$ cat src/chroma_to_magnitude_and_hue_defines.svh
// ----------------------------------------------------------------------------
// Assertion macros for chroma_to_magnitude_and_hue
// Immediate-implication and next-cycle-implication checks, clocked on clk and
// disabled while arst_n is low. Empty when SYNTH is defined.
// ----------------------------------------------------------------------------
`ifndef CHROMA_TO_MAGNITUDE_AND_HUE_DEFINES_SVH
`define CHROMA_TO_MAGNITUDE_AND_HUE_DEFINES_SVH

`ifndef SYNTH
`define C2MH_ASSERT_IMPL(name, ante, cons) \
	name: assert property (@(posedge clk) disable iff (!arst_n) (ante) |-> (cons)) \
		else $error("c2mh check failed");
`else
`define C2MH_ASSERT_IMPL(name, ante, cons)
`endif

`ifndef SYNTH
`define C2MH_ASSERT_NEXT(name, ante, cons) \
	name: assert property (@(posedge clk) disable iff (!arst_n) (ante) |=> (cons)) \
		else $error("c2mh check failed");
`else
`define C2MH_ASSERT_NEXT(name, ante, cons)
`endif

`endif

$ cat src/c2mh_pkg.sv
`timescale 1ns / 1ps
// ----------------------------------------------------------------------------
// c2mh_pkg
// Widths, angle constants, pipeline types and the rounding and arctangent
// table functions shared by the chroma-to-polar datapath.
// ----------------------------------------------------------------------------
package c2mh_pkg;

	localparam int unsigned DiffW     = 9;
	localparam int unsigned AbsW      = 9;
	localparam int unsigned SqW       = 18;
	localparam int unsigned SatW      = 9;
	localparam int unsigned HueW      = 9;
	localparam int unsigned SqrtCells = SatW;
	localparam int unsigned IntW      = 11;
	localparam int unsigned FracW     = 52;
	localparam int unsigned VecW      = IntW + FracW;
	localparam int unsigned QFrac     = 48;
	localparam int unsigned DegW      = 57;
	localparam int unsigned MantW     = 24;
	localparam int unsigned ShW       = $clog2(DegW);
	localparam int unsigned DefStages = 48;
	localparam int unsigned MaxHue    = 359;

	localparam logic [DegW-1:0] PiQ48     = 57'h3243F6A8885A3;
	localparam logic [DegW-1:0] HalfPiQ48 = 57'h1921FB54442D2;
	localparam logic [127:0]    DegNum    = 128'd180000000;
	localparam logic [127:0]    DegDen    = 128'd3141592;
	localparam logic [DegW-1:0] Deg180    = DegW'((128'(PiQ48) * DegNum) / DegDen);
	localparam logic [DegW-1:0] Deg90     = DegW'((128'(HalfPiQ48) * DegNum) / DegDen);
	localparam logic [DegW-1:0] Full360   = DegW'(360) << QFrac;
	localparam real             DegPerRad = 180.0 / 3.141592;

	typedef struct packed {
		logic signed [VecW-1:0] x;
		logic signed [VecW-1:0] y;
		logic signed [DegW-1:0] z;
	} vec_t;

	typedef struct packed {
		logic valid;
		logic x_neg;
		logic y_neg;
		logic on_x;
		logic on_y;
	} tag_t;

	typedef struct packed {
		logic [SqW-1:0] resid;
		logic [SqW-1:0] root;
	} root_t;

	// atan(2^-idx) in scaled degrees, Q48
	function automatic logic signed [DegW-1:0] atan_step(input int unsigned idx);
		real ang;
		ang = $atan(2.0 ** (-1.0 * real'(idx))) * DegPerRad * (2.0 ** QFrac);
		return DegW'(longint'(ang));
	endfunction

	// keep 24 significant bits, round to nearest, ties to even
	function automatic logic [DegW-1:0] round24(input logic [DegW-1:0] v);
		logic [ShW-1:0]  sh;
		logic [DegW-1:0] unit;
		logic [DegW-1:0] half;
		logic [DegW-1:0] low;
		logic [DegW-1:0] base;
		sh = '0;
		for (int p = MantW; p < DegW; p++) begin
			if (v[p]) begin
				sh = ShW'(p - MantW + 1);
			end
		end
		unit = DegW'(1) << sh;
		half = unit >> 1;
		low  = v & (unit - DegW'(1));
		base = v - low;
		if (sh == '0) begin
			base = v;
		end else if (low > half || (low == half && v[sh])) begin
			base = base + unit;
		end
		return base;
	endfunction

endpackage

$ cat src/c2mh_sqrt_cell.sv
`timescale 1ns / 1ps
// ----------------------------------------------------------------------------
// c2mh_sqrt_cell
// One digit of the restoring integer square root; resolves one result bit
// and hands remainder and partial root to the next cell.
// ----------------------------------------------------------------------------
module c2mh_sqrt_cell #(
	parameter int unsigned Pos = 0
) (
	input  logic            clk,
	input  c2mh_pkg::root_t root_in,
	output c2mh_pkg::root_t root_out
);
	import c2mh_pkg::*;

	localparam logic [SqW-1:0] Bit = SqW'(1) << (2 * Pos);

	logic [SqW-1:0] trial;
	root_t          nxt;
	root_t          root_q;

	assign trial = root_in.root + Bit;

	always_comb begin
		if (root_in.resid >= trial) begin
			nxt.resid = root_in.resid - trial;
			nxt.root  = (root_in.root >> 1) + Bit;
		end else begin
			nxt.resid = root_in.resid;
			nxt.root  = root_in.root >> 1;
		end
	end

	always_ff @(posedge clk) begin
		root_q <= nxt;
	end

	assign root_out = root_q;

endmodule

$ cat config.mk
export PLATFORM = sky130hd
export DESIGN_NAME = c2mh_sqrt_cell
export DESIGN_NICKNAME = d
export VERILOG_FILES = /design/src/chroma_to_magnitude_and_hue_defines.svh /design/src/c2mh_pkg.sv /design/src/c2mh_sqrt_cell.sv
export SDC_FILE = /design/constraint.sdc
export NUM_CORES = 1
export LEC_CHECK = 0
export BUFFER_PORTS_ARGS = -buffer_cell sky130_fd_sc_hd__buf_4
export CAP_MARGIN = 10
export CORE_ASPECT_RATIO = 1.25
export CORE_MARGIN = 2
export CORE_UTILIZATION = 35
export DETAILED_ROUTE_END_ITERATION = 8
export PLACE_DENSITY = 0.54
export SYNTH_ARGS = -nofsm -noshare
export SYNTH_HDL_FRONTEND = slang
export SYNTH_SLANG_ARGS = --single-unit
export TNS_END_PERCENT = 100
$ cat constraint.sdc
create_clock -name clk -period 3.48 [get_ports clk]
set_clock_uncertainty 0.05 [all_clocks]
set_input_delay 0.174 -clock clk [delete_from_list [all_inputs] [get_ports clk]]
set_output_delay 0.174 -clock clk [all_outputs]
set_load 0.01 [all_outputs]
==> key figures <==
Finish
  – Area delta synth->final: 32.3%
  – Final Instance Area: 3260 um2
  – Most frequent cells in the layout: buf_4, dfxtp_1, nor2_1, xnor2_1, nand2_1
  – Fillers: between 700 and 800
  – Layout cells sized above 1: between 20 and 30%
  – Number of flip-flops in the largest register: 36
  – Final net count: 428
  – Fin util: a little under half
  – N_diodes: 0
  – Commonest non-fill, non-tap cell in the layout: buf_4

Yosys
  – Register area share after synthesis: around 29%
  – Syn Area/Cell: around 8.6 um2
  – Mapped Nets: roughly 350
  – Post-synth cell types: 44
  – Synth warn: 0
  – Seq cells post-synth: 36
  – Synth Instances: ~290
  – Synthesized area: about 2500 um2

Floorplan
  – Die X: around 79 um
  – Initial Utilization: between 30% and 40%
  – IO Count: 73
  – FP Rows: 34
  – Die area: 7730 um2
  – Core Box Area: approximately 6900 um2
  – Die Y-Extent: just under 100 um

Placement
  – Pre-CTS WS: 0.0377 ns
  – Buffers added on ports: 72
  – Post-DP HPWL: 5100 um
  – Gpl congestion: about 0.85
  – DP Area: 3160 um2

Global routing
  – Largest net degree at the start of global routing: 26
  – Total global-route track usage: 16.8%
  – Global route total overflow: 0
  – Vias in the first global route: ~2200
  – First-pass GRT wire length: 10400 um
  – Antenna violations before repair: 0

Timing
  – Final setup TNS: 0 ns
  – Max Clock Freq: approximately 0.32 GHz
  – Fin crit share: between 90% and 100%
  – Unrepaired setup endpoints after global routing: no
  – Max Slew Vio Count: 0
  – Final WS setup: approximately 0.32 ns
  – Worst-Margin Slew: around 0.41 ns
  – Setup violators final: 0
  – Max_slew headroom: between 70% and 80%
  – Hold Vio Cnt, Final: 0
  – Tmin final: approximately 3.2 ns

Detailed routing
  – DR pass1 iterations: 4
  – WL/cell: 13.8 um
  – Detailed-route via count: 2357
  – Via/cell ratio: 5.11
  – Drt total wl: 6360 um
  – Starting DRT DRC Count: 85
  – ANT nets after route: 0
  – DRC viols: 0

Setup path
  – Crit path DAT: ~3.3 ns
  – Slowest CP cell: or3_4
  – Worst-path cell chain: buf_4, ha_1, and3_1, and3_1, nand2_4, or3_4, nor2_2, xnor2_1, ha_1, a21o_1, o21bai_1, a221oi_2, nand3_1, buf_12, mux2_2
  – Startpoint type of the worst setup path: input pin
  – Critical Setup Path Class: input pin to flip-flop
  – Worst path required time: 3.62 ns
  – Critical path fanouts, max: 25
  – Crit path largest cell delay: ~0.41 ns
  – Critical path endpoint category: flip-flop

Pwr
  – Final Power: approximately 0.0013 W
  – Cell Pwr Density: around 390 nW/um2
  – VDD IR-drop max: 0.156 mV
  – Leakage: 1.47 nW

Clocking
  – H-tree depth: 2
  – CTS resizes: 0
  – Worst-path clk slew: around 0.08 ns
  – Postcts setup bufs: 0
  – CTS root buf: clkbuf_8
  – CTS tree: yes
  – CTS sink cnt: 36
  – Largest buffer count on any clock path: 2
  – CTS Buf Count: 5
  – Hold Buf Count CTS: 0

Flow run
  – MaxCap Viol Count: 0

Worst hold path
  – Hold Crit Class: input pin to flip-flop

Outcome
  – Status: complete, no violations
logic make-up after synthesis:
logic type	after synthesis	share of synthesized area (%)
XOR/XNOR	43	15.3
AO/OA/AOI/OAI	57	15.6
multiplexers	7	3.20
buffers and inverters	20	4.37
AND/OR/NAND/NOR	103	21.3
flip-flops	36	29.3
adder cells (fa/ha/maj)	21	11.0
metal layers:
metal	vias up	wire (um)	track usage, %
met5	-	0	0
met4	0	79	4.77
met3	6	330	3.14
met2	59	3290	30.2
met1	1100	2660	20.1
li1	1192	-	-
through the flow:
step           std cells  hold slack (ns)
4_1_cts              461           0.0314
3_5_place_dp         453            0.346
5_1_grt              461           0.0359
3_3_place_gp         453            0.345
2_1_floorplan        287            0.221
6_report             461           0.0344
synth_stat cells:
cell / n / area share (%)
buf_6: 3 / 1.4
or3_1: 4 / 1.0
clkbuf_1: 3 / 0.46
nand2_1: 21 / 3.2
a211oi_1: 3 / 0.91
nand2_4: 1 / 0.46
xor2_1: 17 / 6.0
buf_2: 2 / 0.41
nor3_1: 3 / 0.61
nand3_1: 18 / 3.7
o311ai_0: 1 / 0.36
o21ai_0: 8 / 1.6
a31o_2: 3 / 1.1
fa_1: 1 / 0.81
or3_4: 1 / 0.46
nand4b_1: 1 / 0.36
a21oi_2: 1 / 0.36
nor2_2: 2 / 0.51
o21ai_1: 1 / 0.20
o21a_1: 2 / 0.61
o31a_1: 2 / 0.71
nor2_1: 28 / 4.3
buf_4: 2 / 0.61
o211ai_1: 2 / 0.61
mux2_2: 7 / 3.2
o211ai_2: 1 / 0.51
dfxtp_1: 36 / 29
nor4_2: 1 / 0.51
and4_1: 2 / 0.71
a21oi_1: 18 / 3.7
a221oi_2: 1 / 0.61
and3_1: 6 / 1.5
nand4_1: 12 / 3.0
nand2b_1: 1 / 0.25
and4b_1: 1 / 0.41
xnor2_1: 26 / 9.2
a21o_1: 8 / 2.4
o31ai_1: 3 / 0.91
a211o_1: 1 / 0.36
ha_1: 20 / 10
nand3b_1: 1 / 0.30
a31o_1: 1 / 0.36
inv_1: 10 / 1.5
o21bai_1: 1 / 0.30
power breakdown:
| part | switching, W | total [W] | internal [W] |
|---|---|---|---|
| Sequential | 0.0000138 | 0.000480 | 0.000466 |
| Combinational | 0.000227 | 0.000456 | 0.000228 |
| Clock | 0.000163 | 0.000324 | 0.000161 |
| Total | 0.000405 | 0.00126 | 0.000856 |
worst paths after layout:
path,from,endpoint,slack [ns],cells after the start
min,root_in[17],root_out[16]$_DFF_P_,0.03,2
max,root_in[1],root_out[1]$_DFF_P_,0.32,15
area by class of cell:
cell class                      instances  area (um2)  share of cell area (%)
Clock buffer                            7        86.3                    2.65
Clock inverter                          1        7.51                   0.231
Inverter                               10        37.5                    1.15
Multi-Input combinational cell        231        1630                    50.2
Sequential cell                        36         721                    22.1
Tap cell                               90         113                    3.46
Timing Repair Buffer                   86         658                    20.2
worst max-delay path, delay by kind of cell:
kind,cells,cell delay (ns)
adders and majority gates,2,0.47
AOI/OAI and AO/OA,3,0.66
muxes,1,0.27
and+or+nand+nor,6,1.23
xor gates and xnor gates,1,0.14
buffers and inverters,2,0.34
(Power assumes the default switching activity.)
